`config.mk`:
```
export PLATFORM = sky130hd
export DESIGN_NAME = modular_exponentiation_top
export DESIGN_NICKNAME = d
export VERILOG_FILES = /design/src/sv/modexp_pkg.sv /design/src/sv/modexp_dp.sv /design/src/sv/modexp_ctrl.sv /design/src/sv/modular_exponentiation_top.sv
export SDC_FILE = /design/constraint.sdc
export NUM_CORES = 1
export LEC_CHECK = 0
export BUFFER_PORTS_ARGS = -buffer_cell sky130_fd_sc_hd__buf_4
export CAP_MARGIN = 20
export CORE_AREA = 5 5 235 237
export CTS_BUF_LIST = sky130_fd_sc_hd__clkbuf_8
export DETAILED_ROUTE_END_ITERATION = 10
export DIE_AREA = 0 0 240 242
export SETUP_SLACK_MARGIN = 0.2
export SYNTH_ARGS = -nofsm -noshare
export SYNTH_HDL_FRONTEND = slang
export SYNTH_SLANG_ARGS = --single-unit
```
`constraint.sdc`:
```
create_clock -name aclk -period 7.66 [get_ports aclk]
set_clock_uncertainty 0.1 [all_clocks]
set_input_delay 0 -clock aclk [delete_from_list [all_inputs] [get_ports aclk]]
set_output_delay 0 -clock aclk [all_outputs]
set_load 0.01 [all_outputs]
```
`src/sv/modexp_pkg.sv`:
```
// ----------------------------------------------------------------------------
// Modular exponentiation package
// Widths, the modulus reset value and controller/datapath interface types.
// ----------------------------------------------------------------------------
package modexp_pkg;

    localparam int MOD_BITS  = 32;
    localparam int EXP_BITS  = 64;
    localparam int BASE_BITS = 32;
    localparam int RES_BITS  = 32;

    localparam logic [MOD_BITS-1:0] MOD_RESET = MOD_BITS'(64'd1000000007);

    // multiplier walks BASE_BITS multiplier bits per operation
    localparam int STEP_W = $clog2(BASE_BITS);
    localparam logic [STEP_W-1:0] STEP_LAST = STEP_W'(BASE_BITS - 1);

    localparam int BIT_W = $clog2(EXP_BITS);
    localparam logic [BIT_W-1:0] BIT_LAST = BIT_W'(EXP_BITS - 1);

    typedef enum logic [1:0] {
        OP_REDUCE,
        OP_SQUARE,
        OP_MULT
    } op_t;

    typedef struct packed {
        logic load;
        logic mul_start;
        op_t  mul_op;
        logic exp_shift;
        logic out_load;
    } cmd_t;

    typedef struct packed {
        logic mod_small;
        logic mul_done;
        logic exp_msb;
    } status_t;

endpackage

```
`src/sv/modexp_dp.sv`:
```
// ----------------------------------------------------------------------------
// Modular exponentiation datapath
// Modulus register, operand registers and a bit-serial modular multiplier.
// ----------------------------------------------------------------------------
module modexp_dp import modexp_pkg::*; (
    input  logic                 aclk,
    input  logic                 aresetn,
    input  logic                 cfg_wr_en,
    input  logic [MOD_BITS-1:0]  cfg_wr_data,
    input  logic                 s_action,
    input  logic [BASE_BITS-1:0] s_base,
    input  logic [EXP_BITS-1:0]  s_exponent,
    input  cmd_t                 cmd,
    output status_t              status,
    output logic [RES_BITS-1:0]  m_result
);

    logic [MOD_BITS-1:0]  mod_reg;
    logic                 busy_reg, busy_next;
    logic                 done_reg, done_next;
    op_t                  op_reg, op_next;
    logic [STEP_W-1:0]    step_reg, step_next;
    logic [MOD_BITS-1:0]  x_reg, x_next;
    logic [BASE_BITS-1:0] y_reg, y_next;
    logic [MOD_BITS-1:0]  r_reg, r_next;
    logic [MOD_BITS-1:0]  b_reg, b_next;
    logic [MOD_BITS-1:0]  acc_reg, acc_next;
    logic [EXP_BITS-1:0]  exp_reg, exp_next;
    logic [RES_BITS-1:0]  result_reg, result_next;

    logic                 mod_small;
    logic [MOD_BITS-1:0]  inv_exp;
    logic [MOD_BITS:0]    mod_ext;
    logic [MOD_BITS:0]    dbl, dbl_red, sum, sum_red;
    logic [MOD_BITS-1:0]  step_r;

    assign mod_small = (mod_reg < MOD_BITS'(2));
    assign inv_exp   = mod_reg - MOD_BITS'(2);
    assign mod_ext   = {1'b0, mod_reg};

    // one interleaved step: r = (2r + y_msb * x) mod m, with r, x < m
    always_comb begin
        dbl     = {r_reg, 1'b0};
        dbl_red = (dbl >= mod_ext) ? dbl - mod_ext : dbl;
        sum     = dbl_red + (y_reg[BASE_BITS-1] ? {1'b0, x_reg} : '0);
        sum_red = (sum >= mod_ext) ? sum - mod_ext : sum;
        step_r  = sum_red[MOD_BITS-1:0];
    end

    always_comb begin
        busy_next   = busy_reg;
        done_next   = 1'b0;
        op_next     = op_reg;
        step_next   = step_reg;
        x_next      = x_reg;
        y_next      = y_reg;
        r_next      = r_reg;
        b_next      = b_reg;
        acc_next    = acc_reg;
        exp_next    = exp_reg;
        result_next = result_reg;

        if (cmd.load) begin
            acc_next = mod_small ? '0 : MOD_BITS'(1);
            exp_next = s_action ? EXP_BITS'(inv_exp) : s_exponent;
        end
        if (cmd.exp_shift) begin
            exp_next = exp_reg << 1;
        end

        if (cmd.mul_start) begin
            op_next   = cmd.mul_op;
            busy_next = 1'b1;
            step_next = '0;
            r_next    = '0;
            case (cmd.mul_op)
                OP_SQUARE: begin
                    x_next = acc_reg;
                    y_next = BASE_BITS'(acc_reg);
                end
                OP_MULT: begin
                    x_next = b_reg;
                    y_next = BASE_BITS'(acc_reg);
                end
                default: begin
                    // base reduction: base * 1 mod m, raw base from the port
                    x_next = MOD_BITS'(1);
                    y_next = s_base;
                end
            endcase
        end else if (busy_reg) begin
            r_next    = step_r;
            y_next    = y_reg << 1;
            step_next = step_reg + STEP_W'(1);
            if (step_reg == STEP_LAST) begin
                busy_next = 1'b0;
                done_next = 1'b1;
                case (op_reg)
                    OP_REDUCE:         b_next   = step_r;
                    OP_SQUARE, OP_MULT: acc_next = step_r;
                    default: ;
                endcase
            end
        end

        if (cmd.out_load) begin
            result_next = RES_BITS'(acc_reg);
        end
    end

    always_ff @(posedge aclk) begin
        if (!aresetn) begin
            mod_reg  <= MOD_RESET;
            busy_reg <= 1'b0;
            done_reg <= 1'b0;
        end else begin
            if (cfg_wr_en) begin
                mod_reg <= cfg_wr_data;
            end
            busy_reg <= busy_next;
            done_reg <= done_next;
        end
    end

    always_ff @(posedge aclk) begin
        op_reg     <= op_next;
        step_reg   <= step_next;
        x_reg      <= x_next;
        y_reg      <= y_next;
        r_reg      <= r_next;
        b_reg      <= b_next;
        acc_reg    <= acc_next;
        exp_reg    <= exp_next;
        result_reg <= result_next;
    end

    assign status.mod_small = mod_small;
    assign status.mul_done  = done_reg;
    assign status.exp_msb   = exp_reg[EXP_BITS-1];
    assign m_result         = result_reg;

endmodule

```
`src/sv/modexp_ctrl.sv`:
```
// ----------------------------------------------------------------------------
// Modular exponentiation controller
// Sequences reduce, square and multiply over the exponent bits, MSB first.
// ----------------------------------------------------------------------------
module modexp_ctrl import modexp_pkg::*; (
    input  logic    aclk,
    input  logic    aresetn,
    input  logic    s_valid,
    output logic    s_ready,
    output logic    m_valid,
    input  logic    m_ready,
    input  status_t status,
    output cmd_t    cmd
);

    typedef enum logic [2:0] {
        ST_IDLE,
        ST_REDUCE,
        ST_SQUARE,
        ST_MULT,
        ST_FINISH
    } state_t;

    state_t           state_reg, state_next;
    logic [BIT_W-1:0] bit_cnt_reg, bit_cnt_next;
    logic             m_valid_reg, m_valid_next;
    logic             bit_end;
    logic             out_free;

    assign out_free = !m_valid_reg || m_ready;

    always_comb begin
        state_next    = state_reg;
        bit_cnt_next  = bit_cnt_reg;
        m_valid_next  = m_valid_reg && !m_ready;
        bit_end       = 1'b0;
        cmd.load      = 1'b0;
        cmd.mul_start = 1'b0;
        cmd.mul_op    = OP_REDUCE;
        cmd.exp_shift = 1'b0;
        cmd.out_load  = 1'b0;

        case (state_reg)
            ST_IDLE: begin
                if (s_valid) begin
                    cmd.load     = 1'b1;
                    bit_cnt_next = '0;
                    if (status.mod_small) begin
                        state_next = ST_FINISH;
                    end else begin
                        cmd.mul_start = 1'b1;
                        cmd.mul_op    = OP_REDUCE;
                        state_next    = ST_REDUCE;
                    end
                end
            end
            ST_REDUCE: begin
                if (status.mul_done) begin
                    cmd.mul_start = 1'b1;
                    cmd.mul_op    = OP_SQUARE;
                    state_next    = ST_SQUARE;
                end
            end
            ST_SQUARE: begin
                if (status.mul_done) begin
                    if (status.exp_msb) begin
                        cmd.mul_start = 1'b1;
                        cmd.mul_op    = OP_MULT;
                        state_next    = ST_MULT;
                    end else begin
                        bit_end = 1'b1;
                    end
                end
            end
            ST_MULT: begin
                if (status.mul_done) begin
                    bit_end = 1'b1;
                end
            end
            ST_FINISH: begin
                if (out_free) begin
                    cmd.out_load = 1'b1;
                    m_valid_next = 1'b1;
                    state_next   = ST_IDLE;
                end
            end
            default: begin
                state_next = ST_IDLE;
            end
        endcase

        // advance to the next exponent bit
        if (bit_end) begin
            cmd.exp_shift = 1'b1;
            if (bit_cnt_reg == BIT_LAST) begin
                state_next = ST_FINISH;
            end else begin
                bit_cnt_next  = bit_cnt_reg + BIT_W'(1);
                cmd.mul_start = 1'b1;
                cmd.mul_op    = OP_SQUARE;
                state_next    = ST_SQUARE;
            end
        end
    end

    always_ff @(posedge aclk) begin
        if (!aresetn) begin
            state_reg   <= ST_IDLE;
            bit_cnt_reg <= '0;
            m_valid_reg <= 1'b0;
        end else begin
            state_reg   <= state_next;
            bit_cnt_reg <= bit_cnt_next;
            m_valid_reg <= m_valid_next;
        end
    end

    assign s_ready = (state_reg == ST_IDLE);
    assign m_valid = m_valid_reg;

endmodule

```
`src/sv/modular_exponentiation_top.sv`:
```
// ----------------------------------------------------------------------------
// Modular exponentiation top level
// base^exponent mod modulus, or the Fermat inverse base^(modulus-2).
// ----------------------------------------------------------------------------
//  channel | direction | handshake           | payload
//  s_      | in        | s_valid / s_ready   | s_action, s_base, s_exponent
//  m_      | out       | m_valid / m_ready   | m_result
//
//  One item at a time. Each modular multiply runs in the bit-serial multiplier
//  and then writes back: first the base reduction, then for each of the 64
//  exponent bits a square, and a multiply when the bit is set. A modulus
//  below 2 returns 0 without running the multiplier.
//  Reset sets the modulus to 1000000007; the next item is taken while a
//  finished result waits in the output register.
// ----------------------------------------------------------------------------
module modular_exponentiation_top import modexp_pkg::*; (
    input  logic                 aclk,
    input  logic                 aresetn,
    input  logic                 cfg_wr_en,
    input  logic [MOD_BITS-1:0]  cfg_wr_data,
    input  logic                 s_valid,
    output logic                 s_ready,
    input  logic                 s_action,
    input  logic [BASE_BITS-1:0] s_base,
    input  logic [EXP_BITS-1:0]  s_exponent,
    output logic                 m_valid,
    input  logic                 m_ready,
    output logic [RES_BITS-1:0]  m_result
);

    cmd_t    cmd;
    status_t status;

    modexp_ctrl u_ctrl (
        .aclk    (aclk),
        .aresetn (aresetn),
        .s_valid (s_valid),
        .s_ready (s_ready),
        .m_valid (m_valid),
        .m_ready (m_ready),
        .status  (status),
        .cmd     (cmd)
    );

    modexp_dp u_dp (
        .aclk        (aclk),
        .aresetn     (aresetn),
        .cfg_wr_en   (cfg_wr_en),
        .cfg_wr_data (cfg_wr_data),
        .s_action    (s_action),
        .s_base      (s_base),
        .s_exponent  (s_exponent),
        .cmd         (cmd),
        .status      (status),
        .m_result    (m_result)
    );

endmodule

```
=== Yosys cells after proc, flatten, opt, wreduce, memory -nomap -nowiden ===
Cells that the tools add are included.
W data, S select, Z words.

* Bits in registers: 307
* Input bits: 134

* Add/sub/neg operators: 6
* Magnitude comparators: 3
* Eq/ne operators: 16
* Mux-type cells: 50
* Bitwise operators: 3
* Reductions and logical operators: 13

{| class="wikitable"
|+ Operators by type and width
! operator !! number
|-
| $mux W32 || 10
|-
| $mux W64 || 3
|-
| $ge A33 B32 Y1 || 2
|-
| $pmux W32 S2 || 1
|-
| $mux W3 || 13
|-
| $add A33 B32 Y33 || 1
|-
| $mux W33 || 1
|-
| $sub A33 B32 Y33 || 1
|-
| $lt A32 B2 Y1 const B || 1
|-
| $sub A32 B2 Y32 const B || 1
|-
| $sub A32 B32 Y32 || 1
|-
| $mux W6 || 4
|-
| $pmux W3 S5 || 1
|-
| $mux W1 || 13
|-
| $ne A3 B1 Y1 const B || 4
|-
| $pmux W3 S3 || 1
|-
| $mux W4 || 2
|-
| $add A6 B1 Y6 const B || 1
|-
| $eq A3 B2 Y1 const B || 2
|-
| $eq A6 B6 Y1 const B || 1
|-
| $reduce_and A6 Y1 || 1
|-
| $add A5 B1 Y5 const B || 1
|-
| $eq A5 B5 Y1 const B || 1
|-
| $eq A2 B1 Y1 const B || 2
|-
| other kinds (16) || 22
|}

=== Depth between registers and ports, before layout ===
Gate-level depths: netlist (run 1).

* Depth after elaboration: 10
* Gate-level depth with buffers: 34

=== By module ===
Synthesis (run 1) repeated with hierarchy kept, for this count alone.

* Cell total of the unflattened synthesis: 2002
* Area, all modules: 18951.9 um2

{| class="wikitable"
|+ Modules (own cells, without submodules)
! module !! instances !! cells an instance !! area each (um2) !! sequential area each (um2)
|-
| modexp_dp || 1 || 1920 || 18327.6 || 7877.6
|-
| modexp_ctrl || 1 || 82 || 624.3 || 200.2
|}

=== Worst setup path before layout (run 1) ===
No wires, ideal clock.

* Path type: reg-to-reg
* Start point: register u_dp.mod_reg[1]
* End point: register u_dp.b_reg[18], data pin
* Setup time: 0.259 ns
* Data arrival time: 6.610 ns
* Data required time: 7.301 ns
* Slack: 0.691 ns
* Cell stages (with the launch flop): 32
* Buffers on the path: 4
* Period minus slack after synthesis: 6.969 ns
* Path through: dfxtp_1 inv_1 ha_1 nor2b_1 o31ai_1 a2111oi_0 o21ai_0 and3_1 clkbuf_1 clkbuf_1 mux2i_1 inv_1 fa_1 nand2b_1 a21o_1 a211oi_1 nor3_1 o21ai_0 xor2_1 ha_1 clkbuf_1 a21oi_1 o21ai_0 or3_1 a211o_1 nand3_1 a31oi_1 nor2b_1 mux2i_4 buf_4 mux2i_1 inv_1

* Word-level cells in the longest chain between the ends: 5

{| class="wikitable"
|+ Ends and longest elaborated chain
! what !! RTL line !! source
|-
| from (decl) || modexp_dp.sv:18 || <nowiki>logic [MOD_BITS-1:0] mod_reg;</nowiki>
|-
| from (signal assigned) || modexp_dp.sv:118 || <nowiki>mod_reg <= cfg_wr_data;</nowiki>
|-
| $sub A33 B32 Y33 / $ge A33 B32 Y1 (equally long branches) || modexp_dp.sv:44 || <nowiki>dbl_red = (dbl >= mod_ext) ? dbl - mod_ext : dbl;</nowiki>
|-
| $mux W33 || modexp_dp.sv:44 ||
|-
| $add A33 B32 Y33 || modexp_dp.sv:45 || <nowiki>sum = dbl_red + (y_reg[BASE_BITS-1] ? {1'b0, x_reg} : '0);</nowiki>
|-
| $sub A32 B32 Y32 / $ge A33 B32 Y1 (equally long branches) || modexp_dp.sv:46 || <nowiki>sum_red = (sum >= mod_ext) ? sum - mod_ext : sum;</nowiki>
|-
| $mux W32 * || modexp_dp.sv:46 ||
|-
| named net u_dp.sum_red[18] || modexp_dp.sv:34 || <nowiki>logic [MOD_BITS:0] dbl, dbl_red, sum, sum_red;</nowiki>
|-
| to (signal assigned) || modexp_dp.sv:131 || <nowiki>b_reg <= b_next;</nowiki>
|-
| to (decl) || modexp_dp.sv:26 || <nowiki>logic [MOD_BITS-1:0] b_reg, b_next;</nowiki>
|}

Mark *: on every way through the listed nets, which the timed path passes. The rest lies on a longest branch.
A chain may end at the register's enable or synchronous reset.

=== Worst setup path in the final report (run 1) ===
* Start point: register u_dp.mod_reg[2]
* End point: register u_dp.acc_reg[30]

* Word-level cells in the longest chain between the ends: 9

{| class="wikitable"
|+ Ends and longest elaborated chain
! what !! RTL line !! source
|-
| $sub A33 B32 Y33 / $ge A33 B32 Y1 (equally long branches) || modexp_dp.sv:44 ||
|-
| $mux W33 || modexp_dp.sv:44 ||
|-
| $add A33 B32 Y33 || modexp_dp.sv:45 ||
|-
| $sub A32 B32 Y32 / $ge A33 B32 Y1 (equally long branches) || modexp_dp.sv:46 ||
|-
| $mux W32 * || modexp_dp.sv:46 ||
|-
| named net u_dp.sum_red[30] || modexp_dp.sv:34 ||
|-
| $mux W32 * || modexp_dp.sv:98 || <nowiki>case (op_reg)</nowiki>
|-
| $mux W32 * || modexp_dp.sv:95 || <nowiki>if (step_reg == STEP_LAST) begin</nowiki>
|-
| $mux W32 * || modexp_dp.sv:91 || <nowiki>end else if (busy_reg) begin</nowiki>
|-
| $mux W32 * || modexp_dp.sv:71 || <nowiki>if (cmd.mul_start) begin</nowiki>
|-
| named net u_dp.acc_next[30] || modexp_dp.sv:27 || <nowiki>logic [MOD_BITS-1:0] acc_reg, acc_next;</nowiki>
|-
| to (signal assigned) || modexp_dp.sv:132 || <nowiki>acc_reg <= acc_next;</nowiki>
|-
| to (decl) || modexp_dp.sv:27 ||
|}

Marked as above.

==> results of run 1 <==
worst max-delay path by stage:
stage                                 startpoint                  endpoint  slack, ps  depth (start not counted)
finish              u_dp.mod_reg[2]$_SDFFE_PN1P_  u_dp.acc_reg[30]$_DFF_P_        460                         33
global placement    u_dp.mod_reg[1]$_SDFFE_PN1P_  u_dp.b_reg[16]$_DFFE_PP_       -490                         35
floorplan           u_dp.mod_reg[1]$_SDFFE_PN1P_  u_dp.b_reg[18]$_DFFE_PP_        690                         31
detailed placement  u_dp.mod_reg[4]$_SDFFE_PN0P_  u_dp.b_reg[16]$_DFFE_PP_       -590                         33
global route        u_dp.mod_reg[1]$_SDFFE_PN1P_  u_dp.b_reg[25]$_DFFE_PP_        140                         37
CTS                  u_dp.r_reg[19]$_SDFFE_PP0P_  u_dp.acc_reg[30]$_DFF_P_        200                         30
logic make-up after synthesis:
logic type / Yosys count / synth area share (%)
multiplexers: 91 / 5.11
AO/OA/AOI/OAI: 587 / 20.1
adder cells (fa/ha/maj): 106 / 7.40
XOR/XNOR: 106 / 5.09
flip-flops: 307 / 44.3
buffers and inverters: 193 / 4.09
AND/OR/NAND/NOR: 514 / 13.9
area by class of cell:
| cell class | count | area [µm²] | share of cell area [%] |
|---|---|---|---|
| flip-flops and latches | 307 | 8100 | 32.0 |
| clock buffers | 64 | 881 | 3.48 |
| repair buffers | 562 | 4850 | 19.2 |
| diodes | 3 | 7.51 | 0.0296 |
| clock inverters | 40 | 272 | 1.07 |
| well taps | 696 | 871 | 3.44 |
| inverters | 98 | 375 | 1.48 |
| multi-input cells | 1405 | 9980 | 39.4 |
what timing repair did:
action	CTS	global route
cloned	1	2
setup endpoints to repair	96	96
gates resized for setup	28	116
buffers inserted	6	17
hold endpoints to repair	140	0
hold buffers	214	0
pin swaps	7	38
through the flow:
| step | hold slack (ps) | utilization [%] | cells |
|---|---|---|---|
| finish | 43.9 | 47.8 | 3175 |
| global route | 46.5 | 47.7 | 3174 |
| CTS | 0.397 | 46.5 | 3151 |
| detailed placement | 131 | 39.9 | 2826 |
| global placement | 124 | 39.9 | 2826 |
| floorplan | 30.4 | - | 1904 |
power by group through the flow:
stage / Sequential [µW] / Clock [µW] / Combinational [µW]
after floorplan: 2250 / 0 / 4840
after global placement: 2330 / 0 / 7600
after detailed placement: 2330 / 0 / 7700
after CTS: 2300 / 1660 / 8190
after global routing: 2320 / 1740 / 9620
final: 2310 / 1620 / 8930
cell usage in the layout (no fill, tap or decap), types with 8 or more instances in the layout:
cell type      netlist  layout
a31oi_1             13      10
a21oi_2              0       9
dfxtp_2              0      13
or3_1                8       8
nor3_1              32      26
buf_4                2     339
a22o_1              64      64
o21a_1               9       9
nand2_1            183     181
ha_4                 0       8
nor2_1              58      53
ha_1               103      93
xnor2_1             65      62
mux2i_2              0      12
nand4_1             26      26
and2_1              44      42
clkinv_2             0       9
nor2b_1             34      29
a21o_1              43      43
a211oi_1            21      14
o211ai_1            24      24
mux2i_1             84      70
o21ai_0            228     216
clkinv_1             1      11
dfxtp_1            114      99
dlygate4sd3_1        0     214
xor2_1              41      40
nand2b_1            11      11
and3_1              19      17
clkbuf_8             0      64
edfxtp_1           193     193
o21ai_1              1       9
o21bai_1            17      17
a21oi_1            117     107
nand3_1             71      70
inv_1               97     107
metal layers:
metal,track usage (%),up-vias,part of all wire (%)
met1,24.3,8203,40
met5,0,-,0
met2,37.6,449,52
met4,7.68,0,3.8
li1,-,8095,-
met3,2.68,133,3.7
critical path: cells and delay by family, from the launching register on:
kind                       cells  cell delay, ps
AOI/OAI and AO/OA             16            3350
xor gates and xnor gates       2             330
adders and majority gates      3             930
buffers and inverters          4             670
DFF                            1             330
muxes                          2             580
and+or+nand+nor                6             820
==> flow_summary_export.csv, run 1 <==
group,metric,value,unit
clocking,cts_sinks,307,
clocking,root_cell_of_the_clock_tree,"clkbuf_8",
yosys,synth-async-reset-ratio,0,%
yosys,synth_ff_type,"edfxtp_1",
routing,firstDrtPassIters,7,
floorplanning,core,53100,µm²
finish,postLayoutCellArea,25300,µm²
setup_path,timing.critical_path.fanout_max,7,
power,power_share_of_the_sequential_group,18.0,%
setup_path,cp_data_arrival_time,7650,ps
yosys,synthTopCellsByArea,"edfxtp_1 (32%), dfxtp_1 (13%), ha_1 (7.1%)",
timing,rsz0062_at_grt,"no",
routing,postRouteAntennaNets,0,
setup_path,cp_data_required_time,8110,ps
power,power.clock.fraction,12.6,%
global_routing,first_pass_grt_wire_length,94.8,mm
placement,port_buffers,167,
power,total_switching_power,5880,µW
setup_path,critical_path.endpoint_type,"flip-flop",
yosys,yosys.area.top_type_share,31.8,%
setup_path,worstRegToRegCells,33,
floorplanning,die_y,242,µm
clocking,cts_htree_levels,2,
setup_path,cp_slowest_cell,"a311o_1",
clocking,clock_path_buffers,3,
routing,average_wire_per_standard_cell,19.8,µm
global_routing,overall_track_demand_over_capacity_in_global_routing,20.5,%
setup_path,rr_startpoint,"u_dp.mod_reg[2]$_SDFFE_PN1P_",
power,comb_power_share,69.4,%
yosys,synth_enable_flop_cells,193,
yosys,synthesis.area,18200,µm²
power,power.internal,6990,µW
floorplanning,die_area,58100,µm²
floorplanning,pin_count,168,
finish,fillerInstances,4915,
yosys,syn_avg_cell_area,9.58,µm²
yosys,yosysMostFrequentCell,"o21ai_0",
power,power_dens_cells,508,nW/µm²
timing,slew_violations,0,
power,fin_total_pwr,12900,µW
routing,drc,0,
power,power.static_leakage,0.0109,µW
setup_path,cp_slowest_stage_delay,360,ps
finish,largest_register_ff_count,64,
timing,finalWorstPathRequiredPeriod,7200,ps
min_path,timing.hold.worst.start,"s_action",
finish,drive_gt1_share,22.5,%
routing,detail_route.wirelength,62.9,mm
clocking,cts_tree,"yes",
clocking,tritoncts.num_buffers,56,
timing,final.setup.tns,0,ps
min_path,hold_path_class,"input port to flip-flop",
yosys,postSynthCellCount,1904,
finish,nNetsFinal,2670,
global_routing,grt_antenna_before_repair,2,
min_path,min_delay_worst_endpoint,"u_dp.exp_reg[10]$_DFFE_PP_",
setup_path,reg2reg_to,"u_dp.acc_reg[30]$_DFF_P_",
timing,maxClockFrequency,0.139,GHz
yosys,cell_type_with_the_largest_total_area_after_synthesis,"edfxtp_1",
power,ir_worst_vdd,0.404,mV
global_routing,overall_overflow_remaining_after_global_route,0,
min_path,timing.hold.worst_path_depth,3,
placement,detailed_place_hpwl,43.5,mm
yosys,post_synth_most_frequent_cells,"o21ai_0 (228), edfxtp_1 (193), nand2_1 (183)",
timing,timing.final.crit_share,94.1,%
placement,post-place-ws,-594,ps
power,power.share.switching,45.7,%
yosys,synth_seq_area_share,44.3,%
floorplanning,floorplan.initialDensity,34.4,%
routing,vias_per_cell,5.32,
routing,initial_drc_count,1163,
timing,setup-violations-final,0,
setup_path,cpMostUsedCell,"a21o_1",
routing,vias,16900,
yosys,synthDistinctLibCells,67,
timing,setup_ws,456,ps
placement,placed_area,21200,µm²
outcome,run_status,"finished, final reports clean",
clocking,insertion_delay,650,ps
placement,gp_congestion,0.948,
timing,hold_violation_total_from_the_final_report,0,
global_routing,grt_max_degree,74,
finish,area.growth.synth_to_final,39.0,%
global_routing,first_global_vias,17000,
clocking,clkSlewWorstSetupHoldPaths,60,ps
floorplanning,fp-row-count,85,
yosys,net_count_synth,2144,
yosys,ys_warn_count,0,
yosys,ys_ff_latch,307,
setup_path,critPathLaunchType,"flip-flop",
timing,transition_time_at_the_pin_with_the_least_slew_margin,987,ps
timing,relSlewSlack,34.2,%
job,drv_cap,0,
floorplanning,die-width,240,µm
setup_path,worstSetupPathType,"flip-flop to flip-flop",
setup_path,regToRegSetupSlack,460,ps
(Power assumes the default switching activity.)
==> run 2: changes to the inputs <==
==> constraint.sdc (replaced) <==
create_clock -name aclk -period 7.35 [get_ports aclk]
set_clock_uncertainty 0.1 [all_clocks]
set_input_delay 0 -clock aclk [delete_from_list [all_inputs] [get_ports aclk]]
set_output_delay 0 -clock aclk [all_outputs]
set_load 0.01 [all_outputs]
==> run 2 against run 1 <==
Non-clock buffer count rose by 127. Design area grew 4.1%. Final cell count increased by 3.9%. Worst hold slack improved by 7.2 ps. Register-to-register slack lost 210 ps. Sequential power rose by 4%. Via count grew 2.0%. Count of clock-buffer cells in the layout fell by 6. Fmax grew 1.4%. Combinational power increased by 24%. Flip-flop and latch count did not move. Critical endpoint is now u_dp.b_reg[6]$_DFFE_PP_. Highest routed layer unchanged.
==> flow_summary_export.csv, run 2 (synthesis results as in run 1) <==
group,metric,value,unit
power,power_dens_cells,571,nW/µm²
power,comb_power_share,73.9,%
global_routing,grt_max_degree,74,
power,power.internal,8390,µW
global_routing,first_pass_grt_wire_length,95.5,mm
setup_path,critical_path.endpoint_type,"flip-flop",
timing,transition_time_at_the_pin_with_the_least_slew_margin,1050,ps
setup_path,timing.critical_path.max_delay_family,"compound AO/OA/AOI/OAI gates",
setup_path,crit_buf_inv,8,
floorplanning,die-width,240,µm
routing,vias,17200,
timing,slew_violations,0,
setup_path,cp_slowest_stage_delay,400,ps
floorplanning,floorplan.initialDensity,34.4,%
setup_path,cp_data_arrival_time,7400,ps
setup_path,critPathLaunchType,"flip-flop",
setup_path,cp_slowest_cell,"o41a_1",
placement,gp_congestion,0.939,
timing,finalWorstPathRequiredPeriod,7100,ps
floorplanning,die_area,58100,µm²
global_routing,first_global_vias,17300,
clocking,cts_htree_levels,2,
global_routing,grt_antenna_before_repair,2,
power,ir_worst_vdd,0.393,mV
clocking,cts_tree,"yes",
power,fin_total_pwr,15100,µW
clocking,insertion_delay,650,ps
setup_path,endpoint,"u_dp.b_reg[6]$_DFFE_PP_",
routing,initial_drc_count,994,
power,power.share.switching,44.3,%
routing,drc,0,
placement,port_buffers,167,
finish,layout.cells.most_common,"buf_4",
routing,vias_per_cell,5.22,
min_path,hold_path_class,"input port to flip-flop",
job,drv_cap,0,
routing,average_wire_per_standard_cell,19.1,µm
finish,largest_register_ff_count,64,
floorplanning,pin_count,168,
timing,setup-violations-final,0,
timing,hold_violation_total_from_the_final_report,0,
clocking,clkSlewWorstSetupHoldPaths,60,ps
setup_path,reg2reg_to,"u_dp.b_reg[6]$_DFFE_PP_",
setup_path,regToRegSetupSlack,250,ps
clocking,root_cell_of_the_clock_tree,"clkbuf_8",
finish,area.growth.synth_to_final,44.7,%
floorplanning,fp-row-count,85,
routing,firstDrtPassIters,5,
finish,nNetsFinal,2797,
power,total_switching_power,6660,µW
timing,rsz0062_at_grt,"yes",
clocking,clock_path_buffers,3,
setup_path,cpMostUsedCell,"buf_4",
global_routing,overall_track_demand_over_capacity_in_global_routing,20.7,%
outcome,run_status,"finished, final reports clean",
timing,maxClockFrequency,0.141,GHz
finish,top_library_cells_by_usage_in_the_layout_fill_and_taps_aside,"buf_4 (454), dlygate4sd3_1 (220), edfxtp_1 (193)",
floorplanning,die_y,242,µm
setup_path,timing.critical_path.fanout_max,7,
placement,detailed_place_hpwl,44.0,mm
finish,drive_gt1_share,27.8,%
timing,relSlewSlack,29.7,%
power,power_share_of_the_sequential_group,15.9,%
setup_path,timing.critical_path.from,"u_dp.mod_reg[3]$_SDFFE_PN0P_",
global_routing,overall_overflow_remaining_after_global_route,0,
setup_path,critical_path_cell_count,35,
min_path,timing.hold.worst.start,"s_action",
setup_path,worstRegToRegCells,35,
setup_path,cp_data_required_time,7650,ps
clocking,cts_sinks,307,
timing,timing.final.crit_share,96.6,%
floorplanning,core,53100,µm²
clocking,tritoncts.num_buffers,54,
setup_path,worstSetupPathType,"flip-flop to flip-flop",
power,power.clock.fraction,10.2,%
finish,final_util,49.7,%
power,power.static_leakage,0.0115,µW
setup_path,rr_startpoint,"u_dp.mod_reg[3]$_SDFFE_PN0P_",
routing,detail_route.wirelength,63.0,mm
routing,postRouteAntennaNets,0,
## run 2: cell count changes in the layout (fill, tap and decap cells not counted), moves of 16 or more
cell | previous run | this run
a21oi_1 | 107 | 91
o21ai_0 | 216 | 188
inv_1 | 107 | 85
a21oi_2 | 9 | 25
buf_4 | 339 | 454
inv_2 | 1 | 27
## run 2: worst min path at each step
stage	end	slack, ps	cells after the start
after floorplan	u_dp.mod_reg[0]$_SDFFE_PN1P_	30	2
after global placement	u_dp.mod_reg[17]$_SDFFE_PN1P_	120	3
after detailed placement	u_dp.mod_reg[17]$_SDFFE_PN1P_	130	3
after CTS	u_dp.exp_reg[31]$_DFFE_PP_	5	3
after global routing	u_dp.exp_reg[15]$_DFFE_PP_	50	3
final	u_dp.exp_reg[18]$_DFFE_PP_	50	4
## run 2: metal layers
| layer | global-route usage, % | share of wire [%] | vias to the layer above |
|---|---|---|---|
| met5 | 0 | 0 | - |
| met4 | 8.90 | 4.9 | 0 |
| met3 | 2.53 | 3.7 | 171 |
| met2 | 37.4 | 52 | 416 |
| met1 | 24.4 | 40 | 8294 |
| li1 | - | - | 8342 |
## run 2: tightest hold or removal path, stage by stage
cell and delay [ps]:
buf_4 300, nand2_1 120, o21ai_0 60, o21ai_0 160
## run 2: final cells by class
type                       instances  area [µm²]
timing repair buffer             689        5900
antenna                            2        5.00
fill                            4832       26700
clock buffer                      58         798
inverter                          98         370
tap                              696         871
multi-input combinational       1407       10100
sequential                       307        8100
clock inverter                    43         225
## run 2: what timing repair did
action / CTS / global route
hold buffers: 220 / 0
endpoints found under the setup margin: 96 / 96
gates cloned: 4 / 3
resized for setup: 56 / 169
endpoints found under the hold margin: 140 / 0
buffers inserted: 10 / 14
pin swaps: 29 / 77
## run 2: power groups by stage
stage               combinational [µW]  sequential (µW)  clock (µW)
floorplan                         5050             2350           0
global placement                  9160             2410           0
detailed placement                9290             2420           0
CTS                               9940             2390        1570
global route                     11900             2410        1650
finish                           11100             2400        1530
## run 2: per-stage QoR
step	setup TNS [ps]	cell area [µm²]	std cells	hold WS [ps]	setup slack [ps]
floorplan	0	18200	1904	30.4	381
global placement	-8820	22100	2944	124	-233
detailed placement	-28350	22100	2945	126	-407
CTS	0	25700	3280	4.80	211
global route	-104	26400	3300	52.7	-28.9
finish	0	26400	3300	51.1	247
